### config.mk
export PLATFORM = sky130hd
export DESIGN_NAME = sme_exec
export DESIGN_NICKNAME = d
export VERILOG_FILES = /design/src/sme_pkg.sv /design/src/sme_exec.sv
export SDC_FILE = /design/constraint.sdc
export NUM_CORES = 1
export LEC_CHECK = 0
export ABC_AREA = 1
export ABC_CLOCK_PERIOD_IN_PS = 7650
export CAP_MARGIN = 10
export CELL_PAD_IN_SITES_DETAIL_PLACEMENT = 2
export CELL_PAD_IN_SITES_GLOBAL_PLACEMENT = 2
export CORE_ASPECT_RATIO = 2
export CORE_MARGIN = 2
export CORE_UTILIZATION = 35
export DETAILED_ROUTE_END_ITERATION = 10
export DONT_BUFFER_PORTS = 1
export PLACE_DENSITY_LB_ADDON = 0.1
export SYNTH_ARGS = -nofsm -noshare
export SYNTH_HDL_FRONTEND = slang
export SYNTH_SLANG_ARGS = --single-unit
### constraint.sdc
create_clock -name vclk -period 7.65
set_clock_uncertainty 0.15 [all_clocks]
set_input_delay 0.765 -clock vclk [all_inputs]
set_output_delay 0.765 -clock vclk [all_outputs]
set_load 0.03 [all_outputs]
### src/sme_pkg.sv
// Package for the stack machine executor: sizes, codes, state and outcome types.
`default_nettype none
package sme_pkg;

   localparam int STACK_DEPTH = 256;
   localparam int ADDR_W      = $clog2(STACK_DEPTH);
   localparam int CNT_W       = $clog2(STACK_DEPTH + 1);
   localparam int LIMIT_W     = 9;
   localparam int DEPTH_W     = 9;
   localparam int CMP_W       = (CNT_W > LIMIT_W) ? CNT_W : LIMIT_W;
   localparam int DATA_W      = 32;

   typedef enum logic [2:0] {
      CMD_HALT    = 3'd0,
      CMD_PUSH    = 3'd1,
      CMD_POP     = 3'd2,
      CMD_ADD     = 3'd3,
      CMD_SUB     = 3'd4,
      CMD_MUL     = 3'd5,
      CMD_SHOW    = 3'd6,
      CMD_UNKNOWN = 3'd7
   } cmd_type;

   localparam logic [2:0] STAT_OK        = 3'd0;
   localparam logic [2:0] STAT_HALTED    = 3'd1;
   localparam logic [2:0] STAT_UNDERFLOW = 3'd2;
   localparam logic [2:0] STAT_OVERFLOW  = 3'd3;
   localparam logic [2:0] STAT_UNKNOWN   = 3'd4;
   localparam logic [2:0] STAT_IGNORED   = 3'd5;

   localparam logic [LIMIT_W-1:0] LIMIT_RESET = 9'd256;

   typedef enum logic {
      FSM_IDLE = 1'b0,
      FSM_EXEC = 1'b1
   } fsm_type;

   // outcome of one instruction, from the execute unit to the top level
   typedef struct packed {
      logic [2:0]        status;
      logic              stop;
      logic              wr_en;
      logic [ADDR_W-1:0] wr_addr;
      logic [DATA_W-1:0] wr_data;
      logic [CNT_W-1:0]  count;
      logic              shown_valid;
      logic [DATA_W-1:0] shown_value;
   } outcome_type;

endpackage
`default_nettype wire

### src/sme_exec.sv
// Execute unit: decodes one instruction against the stack state and operands.
`default_nettype none
module sme_exec (
   input  wire sme_pkg::cmd_type                 cmd,
   input  wire logic [sme_pkg::DATA_W-1:0]       immediate,
   input  wire logic [sme_pkg::CNT_W-1:0]        count,
   input  wire logic                             stopped,
   input  wire logic [sme_pkg::CMP_W-1:0]        limit,
   input  wire logic [sme_pkg::DATA_W-1:0]       op_top,
   input  wire logic [sme_pkg::DATA_W-1:0]       op_next,
   output sme_pkg::outcome_type                  outcome
);

   logic [sme_pkg::DATA_W-1:0] sum;
   logic [sme_pkg::DATA_W-1:0] diff;
   logic [sme_pkg::DATA_W-1:0] prod;
   logic [sme_pkg::CNT_W-1:0]  count_m1;
   logic [sme_pkg::CNT_W-1:0]  count_m2;

   assign sum      = op_next + op_top;
   assign diff     = op_next - op_top;
   assign prod     = op_next * op_top;   // low 32 bits, wraps
   assign count_m1 = count - sme_pkg::CNT_W'(1);
   assign count_m2 = count - sme_pkg::CNT_W'(2);

   always_comb begin
      outcome             = '0;
      outcome.status      = sme_pkg::STAT_OK;
      outcome.count       = count;
      outcome.wr_addr     = count[sme_pkg::ADDR_W-1:0];
      outcome.wr_data     = immediate;
      if (stopped) begin
         outcome.status = sme_pkg::STAT_IGNORED;
      end else begin
         unique case (cmd)
            sme_pkg::CMD_HALT: begin
               outcome.status = sme_pkg::STAT_HALTED;
            end
            sme_pkg::CMD_PUSH: begin
               if (sme_pkg::CMP_W'(count) >= limit) begin
                  outcome.status = sme_pkg::STAT_OVERFLOW;
               end else begin
                  outcome.wr_en = 1'b1;
                  outcome.count = count + sme_pkg::CNT_W'(1);
               end
            end
            sme_pkg::CMD_POP: begin
               if (count == '0) outcome.status = sme_pkg::STAT_UNDERFLOW;
               else             outcome.count  = count_m1;
            end
            sme_pkg::CMD_ADD, sme_pkg::CMD_SUB, sme_pkg::CMD_MUL: begin
               if (count < sme_pkg::CNT_W'(2)) begin
                  outcome.status = sme_pkg::STAT_UNDERFLOW;
               end else begin
                  outcome.wr_en   = 1'b1;
                  outcome.wr_addr = count_m2[sme_pkg::ADDR_W-1:0];
                  outcome.count   = count_m1;
                  unique case (cmd)
                     sme_pkg::CMD_ADD: outcome.wr_data = sum;
                     sme_pkg::CMD_SUB: outcome.wr_data = diff;
                     default:          outcome.wr_data = prod;
                  endcase
               end
            end
            sme_pkg::CMD_SHOW: begin
               if (count == '0) begin
                  outcome.status = sme_pkg::STAT_UNDERFLOW;
               end else begin
                  outcome.shown_valid = 1'b1;
                  outcome.shown_value = op_top;
               end
            end
            sme_pkg::CMD_UNKNOWN: begin
               outcome.status = sme_pkg::STAT_UNKNOWN;
            end
         endcase
      end
      outcome.stop = !stopped && (outcome.status != sme_pkg::STAT_OK);
   end

endmodule
`default_nettype wire

==> results of run 1 <==
-- metrics by stage --
| step | cells | hold WS [ns] | area, um^2 |
|---|---|---|---|
| 2_1_floorplan | 3152 | 1.51 | 21500 |
| 5_1_grt | 3884 | 1.38 | 23600 |
| 3_3_place_gp | 3870 | 1.38 | 22500 |
| 4_1_cts | 3873 | 1.38 | 23100 |
| 3_5_place_dp | 3870 | 1.38 | 22500 |
| 6_report | 3884 | 1.38 | 23600 |
-- layout by cell type (no fill, tap or decap), drive strengths merged, types with 3 or more instances in the layout --
cell | Yosys | routed
a2bb2oi | 3 | 3
a21oi | 114 | 114
or2 | 11 | 11
buf | 63 | 91
a22oi | 4 | 4
a21o | 15 | 15
nand2 | 832 | 832
o211ai | 3 | 3
o21ai | 109 | 109
xor2 | 53 | 53
nor3 | 22 | 22
clkinv | 3 | 3
ha | 170 | 170
nand3 | 126 | 126
nand3b | 9 | 9
xnor2 | 13 | 13
nor4 | 5 | 5
a31oi | 13 | 13
nor2 | 149 | 149
nand4 | 20 | 20
o21a | 12 | 12
a221oi | 4 | 4
o21bai | 4 | 4
fa | 409 | 409
inv | 892 | 892
a21boi | 4 | 4
-- final cells by class --
cell class | instances | share of cell area (%)
multi-input cells | 2118 | 78.5
repair buffers | 91 | 3.17
inverters | 895 | 14.2
well taps | 780 | 4.13
-- cell usage after synthesis, types with 3 or more instances --
library cell,count
xnor2_1,13
clkbuf_1,75
nand2_1,828
xor2_1,53
a2bb2oi_1,3
buf_2,35
a22oi_1,4
a31oi_1,13
nor3_1,19
a21boi_1,3
inv_1,874
or2_2,7
ha_1,170
inv_2,18
nand3b_1,8
nor4_1,4
nor2_2,4
a21oi_2,3
fa_1,409
nand3_1,122
o21ai_0,75
buf_1,22
o21ai_2,6
o211ai_1,3
a21oi_1,111
a21o_1,15
o21ai_1,28
o21a_1,12
buf_4,4
nand4_1,20
nor2_1,143
nand3_2,3
a221oi_1,4
nor3_2,3
-- worst max-delay path by stage --
stage               cells after the start        start          end  slack, ns
global placement                       23    op_top[8]  outcome[69]      -0.54
finish                                 22    op_top[4]  outcome[66]      -0.28
detailed placement                     23    op_top[8]  outcome[69]      -0.62
global route                           22  op_next[18]  outcome[66]      -0.39
floorplan                              26    op_top[5]  outcome[73]      0.006
CTS                                    27    op_top[5]  outcome[68]      -0.25
-- cell families (layout without fill, tap and decap cells) --
| logic type | count (synthesis) | count (layout) |
|---|---|---|
| AO/OA/AOI/OAI | 298 | 298 |
| XOR/XNOR | 66 | 66 |
| adder cells (fa/ha/maj) | 579 | 579 |
| buffers and inverters | 1034 | 986 |
| AND/OR/NAND/NOR | 1175 | 1175 |
-- routing by layer --
metal	GRT usage, %	vias up	wire length, um
li1	-	9088	-
met1	31.3	10700	33500
met2	63.9	512	57000
met3	3.70	218	3370
met4	16.5	0	6470
met5	0	-	0
-- repair_timing --
action,in CTS,in global routing
setup endpoints to repair,16,20
gates resized for setup,160,138
setup buffers,4,12
pin swaps,95,113
==> impl_metrics.json, run 1 <==
{
  "rsz0062_at_grt": "yes",
  "regArea_um2": 0,
  "fin_crit_ns": 7.93,
  "synth_compound_area_share_pct": 8.16,
  "setup_ws_ns": -0.276,
  "num_antenna_cells": 0,
  "drive_above_1_share_pct": 12.2,
  "synthAdderAreaFrac_pct": 48.1,
  "grt_first_pass_wirelength_mm": 151,
  "n_clock_buffer": 0,
  "worstHoldStart": "count[0]",
  "place_ws_ns": -0.616,
  "core_area_mm2": 0.0607,
  "cap_violations": 0,
  "crit_arrival_ns": 7.01,
  "first_global_vias": 25100,
  "clock.fmax_ghz": 0.126,
  "start_util_pct": 35.3,
  "hold_violations": 0,
  "status": "complete, but fails checks",
  "grt_max_degree": 46,
  "drv_slew": 0,
  "syn2layout_area_growth_pct": 10.3,
  "violations": "negative setup slack",
  "die-area_mm2": 0.0634,
  "fin_crit_sh_pct": 104,
  "synth_cell_type_count": 61,
  "syn_inst": 3152,
  "first_pass_iters": 5,
  "crit_family": "adder cells",
  "cp_slowest_stage_delay_ns": 0.64,
  "wl_mm": 100,
  "synth_top_family_by_area": "adder cells",
  "rows": 128,
  "postRouteAntennaNets": 0,
  "synthTopCellsByArea": "fa_1 38%, inv_1 15%, nand2_1 14%, ha_1 9.9%, nand3_1 2.8%",
  "crit_fanout": 30,
  "vias": 20500,
  "whs_path_depth": 0,
  "drt_iter0_drc": 697,
  "critical_path.slowest_cell": "fa_2",
  "antenna_found_initial": 0,
  "nets": 3803,
  "netlist_area_mm2": 0.0214,
  "gp_congestion": 0.952,
  "syn_avg_cell_area_um2": 6.80,
  "fillers": 7288,
  "synth_top_area_cell": "fa_1",
  "overflow": 0,
  "cts_hold_buf": 0,
  "drc": 0,
  "worst-setup-path-type": "in -> out",
  "crit_path_end_kind": "output pin",
  "die_y_um": 354,
  "cp.buffers_inverters": 5,
  "via_per_inst": 5.28,
  "yosysTopAreaCellShare_pct": 38.2,
  "grt_usage_pct": 32.1,
  "ios": 205,
  "ys_warn_count": 0,
  "synthSimpleGateAreaFrac_pct": 22.6,
  "holdCritPathClass": "in -> out",
  "synthMuxAreaShare_pct": 0,
  "cp.required_ns": 6.73,
  "critPathLaunchType": "primary input",
  "fp.dieW_um": 179,
  "fin_util_pct": 39.0,
  "hpwl_mm": 81.2,
  "fin_tns_setup_ns": -1.75,
  "io_buffers": 0,
  "yosysSeqAreaShare_pct": 0,
  "synth_xor_area_share_pct": 2.70,
  "slew-limit-headroom_pct": 16.9,
  "seq_cells": 0,
  "min_to": "outcome[74]",
  "cp_common_cell": "fa_1",
  "setup_violations": 12,
  "syn-num-nets": 3849,
  "tightest_slew_ns": 1.23,
  "crit_chain": "nand2_2 -> inv_2 -> fa_1 -> inv_2 -> fa_1 -> fa_1 -> fa_1 -> inv_1 -> fa_1 -> fa_1 -> fa_1 -> fa_2 -> ha_4 -> a21o_1 -> o21bai_4 -> buf_6 -> a21oi_4 -> nand4_1 -> nand3_4 -> o211ai_1 -> nand2_1 -> buf_6",
  "multiInputGateArea_mm2": 0.0186,
  "wire_per_inst_um": 25.8
}
Power of run 1 is left out: the tool's default activity adds up to more than one toggle a clock period on the data nets, which glitch-free logic cannot reach.
==> run 2: changes to the inputs <==
--- a/config.mk
+++ b/config.mk
@@ -5,14 +5,13 @@
 export SDC_FILE = /design/constraint.sdc
 export NUM_CORES = 1
 export LEC_CHECK = 0
-export ABC_AREA = 1
 export ABC_CLOCK_PERIOD_IN_PS = 7650
 export CAP_MARGIN = 10
 export CELL_PAD_IN_SITES_DETAIL_PLACEMENT = 2
 export CELL_PAD_IN_SITES_GLOBAL_PLACEMENT = 2
-export CORE_ASPECT_RATIO = 2
+export CORE_ASPECT_RATIO = 1.25
 export CORE_MARGIN = 2
-export CORE_UTILIZATION = 35
+export CORE_UTILIZATION = 37
 export DETAILED_ROUTE_END_ITERATION = 10
 export DONT_BUFFER_PORTS = 1
 export PLACE_DENSITY_LB_ADDON = 0.1
==> run 2 against run 1 <==
The flow still finishes with violations (negative setup slack). Count of clock-buffer cells in the layout unchanged. Final cell count fell by 22%. Flip-flop and latch count unchanged. Non-clock buffer count up 6.
==> impl_metrics.json, run 2 <==
{
  "syn2layout_area_growth_pct": 8.97,
  "layout_commonest_cell": "inv_1",
  "fillers": 5945,
  "wl_mm": 78.4,
  "fin_util_pct": 40.9,
  "cp.buffers_inverters": 4,
  "seq_cells": 0,
  "first_global_vias": 19700,
  "crit_chain": "and2_1 -> fa_1 -> inv_1 -> fa_1 -> fa_2 -> fa_1 -> inv_1 -> fa_1 -> fa_1 -> fa_1 -> fa_1 -> ha_4 -> nand2_1 -> o21ai_1 -> a31oi_1 -> o211ai_1 -> buf_4 -> o311ai_4 -> o21ai_2 -> buf_4 -> xnor2_1 -> nor2_1 -> o32a_4",
  "cp_common_cell": "fa_1",
  "synth_commonest_cells": "415 x inv_1, 409 x fa_1, 325 x and2_1",
  "via_per_inst": 5.50,
  "regArea_um2": 0,
  "rsz0062_at_grt": "yes",
  "startpoint": "op_top[2]",
  "critPathLaunchType": "primary input",
  "busiest_layer": "met2",
  "fin_crit_sh_pct": 106,
  "grt_first_pass_wirelength_mm": 119,
  "rows": 94,
  "cp_slowest_stage_delay_ns": 0.57,
  "antenna_found_initial": 3,
  "tightest_slew_ns": 1.11,
  "crit_path_end_kind": "output pin",
  "layout_common_cells": "405 x inv_1, 397 x fa_1, 319 x nand2_1",
  "setup_ws_ns": -0.490,
  "overflow": 0,
  "wire_per_inst_um": 25.8,
  "worst-setup-path-type": "in -> out",
  "synth_top_area_cell": "fa_1",
  "grt_util_met2_pct": 53.1,
  "cp.required_ns": 6.73,
  "crit_arrival_ns": 7.23,
  "hold_violations": 0,
  "critical_path.slowest_cell": "fa_1",
  "syn-num-nets": 3111,
  "grtUsageMet3_pct": 2.68,
  "postRouteAntennaNets": 0,
  "violations": "negative setup slack",
  "ys_warn_count": 0,
  "setup_violations": 14,
  "synth_cell_type_count": 66,
  "syn_avg_cell_area_um2": 8.21,
  "fin_crit_ns": 8.14,
  "die_y_um": 263,
  "syn_inst": 2414,
  "grt_usage_pct": 28.6,
  "vias": 16700,
  "first_pass_iters": 7,
  "drive_above_1_share_pct": 9.49,
  "fp.dieW_um": 211,
  "drt_iter0_drc": 640,
  "fin_tns_setup_ns": -3.75,
  "ios": 205,
  "crit_family": "adder cells",
  "nets": 3071,
  "drc": 0,
  "cap_violations": 0,
  "crit_fanout": 35,
  "netlist_area_mm2": 0.0198,
  "yosysMostFrequentCell": "inv_1",
  "gp_congestion": 0.864,
  "core_area_mm2": 0.0528,
  "yosysSeqAreaShare_pct": 0,
  "worstHoldStart": "count[0]",
  "die-area_mm2": 0.0554,
  "dp_cells": 3045,
  "gr-usage-met1_pct": 34.8,
  "yosysTopAreaCellShare_pct": 41.3,
  "start_util_pct": 37.5,
  "io_buffers": 0,
  "synthTopCellsByArea": "fa_1 41%, ha_1 11%, and2_1 10%, inv_1 7.9%, nand2_1 6.1%",
  "drv_slew": 0,
  "status": "complete, but fails checks",
  "place_ws_ns": -0.705,
  "fin_cells": 3045,
  "n_clock_buffer": 0,
  "slew-limit-headroom_pct": 25.2,
  "holdCritPathClass": "in -> out",
  "hpwl_mm": 61.0,
  "clock.fmax_ghz": 0.123,
  "grt_max_degree": 51
}
[run 2: changes by cell type after synthesis, moves of 34 or more]
cell	delta
inv_1	-459
clkbuf_1	+60
nor2_1	-65
buf_2	-34
nand3_1	-105
and2_1	+325
nand2_1	-507
xnor2_1	+80
[run 2: cell families (layout without fill, tap and decap cells)]
kind of cell             after synthesis  in the layout  synth area share, %
AO/OA/AOI/OAI                        301            301                 9.54
multiplexers                           6              6                0.303
AND/OR/NAND/NOR                      833            833                 21.3
adder cells (fa/ha/maj)              579            579                 52.1
buffers and inverters                554            512                 10.6
XOR/XNOR                             141            141                 6.23
other                                  0              1                    0
[run 2: final timing paths]
path / end / slack (ns) / cells after the start
worst max-delay path: outcome[71] / -0.49 / 23
worst min-delay path: outcome[74] / 1.38 / 0
[run 2: stage by stage]
| stage | area, um^2 | hold WS [ns] |
|---|---|---|
| after floorplan | 20100 | 1.51 |
| after global placement | 21100 | 1.38 |
| after detailed placement | 21100 | 1.38 |
| after CTS | 21300 | 1.38 |
| after global routing | 21600 | 1.38 |
| final | 21600 | 1.38 |
[run 2: cell type report]
type | count | area [um^2] | share of cell area (%)
Antenna cell | 1 | 2.50 | 0.0116
Inverter | 415 | 1560 | 7.23
Multi-Input combinational cell | 1860 | 18400 | 85.3
Tap cell | 672 | 841 | 3.89
Timing Repair Buffer | 97 | 778 | 3.60
[run 2: per-layer routing]
metal,part of all wire (%),up-vias,wire length (um)
met4,3.5,0,2750
li1,-,7331,-
met3,4.0,113,3120
met2,53,376,41200
met1,40,8913,31400
met5,0,-,0
[run 2: repair_timing]
action / CTS / global route
hold buffers: 0 / 0
endpoints found under the setup margin: 17 / 17
pin swaps: 51 / 26
setup buffers: 3 / 3
resized for setup: 68 / 38
Power of run 2 is left out for the same reason.
==> run 3: changes to the inputs <==
--- a/config.mk
+++ b/config.mk
@@ -5,13 +5,14 @@
 export SDC_FILE = /design/constraint.sdc
 export NUM_CORES = 1
 export LEC_CHECK = 0
+export ABC_AREA = 1
 export ABC_CLOCK_PERIOD_IN_PS = 7650
 export CAP_MARGIN = 10
 export CELL_PAD_IN_SITES_DETAIL_PLACEMENT = 2
 export CELL_PAD_IN_SITES_GLOBAL_PLACEMENT = 2
 export CORE_ASPECT_RATIO = 1.25
 export CORE_MARGIN = 2
-export CORE_UTILIZATION = 37
+export CORE_UTILIZATION = 35
 export DETAILED_ROUTE_END_ITERATION = 10
 export DONT_BUFFER_PORTS = 1
 export PLACE_DENSITY_LB_ADDON = 0.1
==> run 3 against run 2 <==
The flow still finishes with violations (negative setup slack). Cell area up 8.4%. Setup slack improved by 0.26 ns. Final cell count increased by 27%. Utilization down 2.3 points. Flip-flop and latch count is the same. Hold slack got worse by 0.0010 ns. Global-route usage up 1.5 points. First-iteration DRC count up 19%. Largest cell class unchanged.
==> impl_metrics.json, run 3 (same netlist as run 1, synthesis figures left out) <==
{
  "overflow": 0,
  "cts_hold_buf": 0,
  "rows": 101,
  "fin_crit_ns": 7.88,
  "drive_above_1_share_pct": 10.6,
  "nets": 3793,
  "regArea_um2": 0,
  "cp_slowest_stage_delay_ns": 0.58,
  "tightest_slew_ns": 1.04,
  "rsz0062_at_grt": "yes",
  "violations": "negative setup slack",
  "grt_usage_pct": 30.1,
  "ios": 205,
  "crit_fanout": 22,
  "status": "complete, but fails checks",
  "drc": 0,
  "critical_path.slowest_cell": "fa_1",
  "wire_per_inst_um": 24.4,
  "layout_common_cells": "846 x inv_1, 795 x nand2_1, 383 x fa_1",
  "wl_mm": 94.3,
  "fillers": 7324,
  "slew-limit-headroom_pct": 29.6,
  "via_per_inst": 5.24,
  "syn2layout_area_growth_pct": 9.09,
  "layout_commonest_cell": "inv_1",
  "drt_iter0_drc": 759,
  "drv_slew": 0,
  "cp.buffers_inverters": 6,
  "hpwl_mm": 76.4,
  "setup_ws_ns": -0.234,
  "die_y_um": 281,
  "io_buffers": 0,
  "antenna_found_initial": 1,
  "crit_arrival_ns": 6.97,
  "placed_area_mm2": 0.0224,
  "cap_violations": 0,
  "core_area_mm2": 0.0607,
  "critPathLaunchType": "primary input",
  "fin_crit_sh_pct": 103,
  "vias": 20300,
  "worst-setup-path-type": "in -> out",
  "hold_violations": 0,
  "finalInstanceArea_mm2": 0.0234,
  "grt_max_degree": 47,
  "clock.fmax_ghz": 0.127,
  "holdCritPathClass": "in -> out",
  "cp_common_cell": "fa_1",
  "cp.required_ns": 6.73,
  "n_clock_buffer": 0,
  "grt_first_pass_wirelength_mm": 142,
  "crit_path_end_kind": "output pin",
  "seq_cells": 0,
  "die-area_mm2": 0.0633,
  "fp.dieW_um": 225,
  "start_util_pct": 35.4,
  "first_pass_iters": 4,
  "first_global_vias": 24100,
  "multiInputGateArea_mm2": 0.0184,
  "fin_tns_setup_ns": -2.06,
  "gp_congestion": 0.892,
  "hold-worst-slack_ns": 1.38,
  "setup_violations": 13,
  "crit_family": "adder cells",
  "postRouteAntennaNets": 0
}
==> run 3: changes by cell type in the layout (fill, tap and decap cells not counted), moves of 21 or more <==
cell,before,now
nor2_1,72,123
nand2_2,1,24
o21ai_1,9,30
inv_2,9,44
and2_1,315,0
inv_1,405,846
xnor2_1,83,12
nand2_1,319,795
nand3_1,15,108
a21oi_1,66,93
==> run 3: layout make-up <==
cell class / count / area share [%]
multi-input cells: 2118 / 78.6
inverters: 895 / 14.4
well taps: 772 / 4.13
repair buffers: 81 / 2.81
diodes: 2 / 0.0214
==> run 3: metrics by stage <==
step | worst slack (ns) | utilization, % | instances
global placement | -0.379 | 36.9 | 3856
finish | -0.234 | 38.6 | 3868
floorplan | 0.00603 | - | 3152
CTS | -0.311 | 37.8 | 3863
detailed placement | -0.516 | 36.9 | 3856
global route | -0.452 | 38.6 | 3867
==> run 3: layer usage <==
metal | global-route usage, % | up-vias | share of wire [%]
met5 | 0 | - | 0
met4 | 11.9 | 0 | 4.6
met3 | 4.28 | 158 | 4.4
met2 | 56.0 | 454 | 52
met1 | 34.3 | 10600 | 39
li1 | - | 9070 | -
==> run 3: path summary, 6_finish.rpt <==
path | start | end | slack (ns) | depth (start not counted)
max | op_next[12] | outcome[71] | -0.23 | 25
min | count[0] | outcome[74] | 1.38 | 0
==> run 3: what timing repair did <==
| item | CTS | global route |
|---|---|---|
| pin swaps | 61 | 91 |
| gates resized for setup | 122 | 126 |
| setup buffers | 8 | 4 |
| endpoints found under the setup margin | 15 | 20 |
Power of run 3 is left out for the same reason.
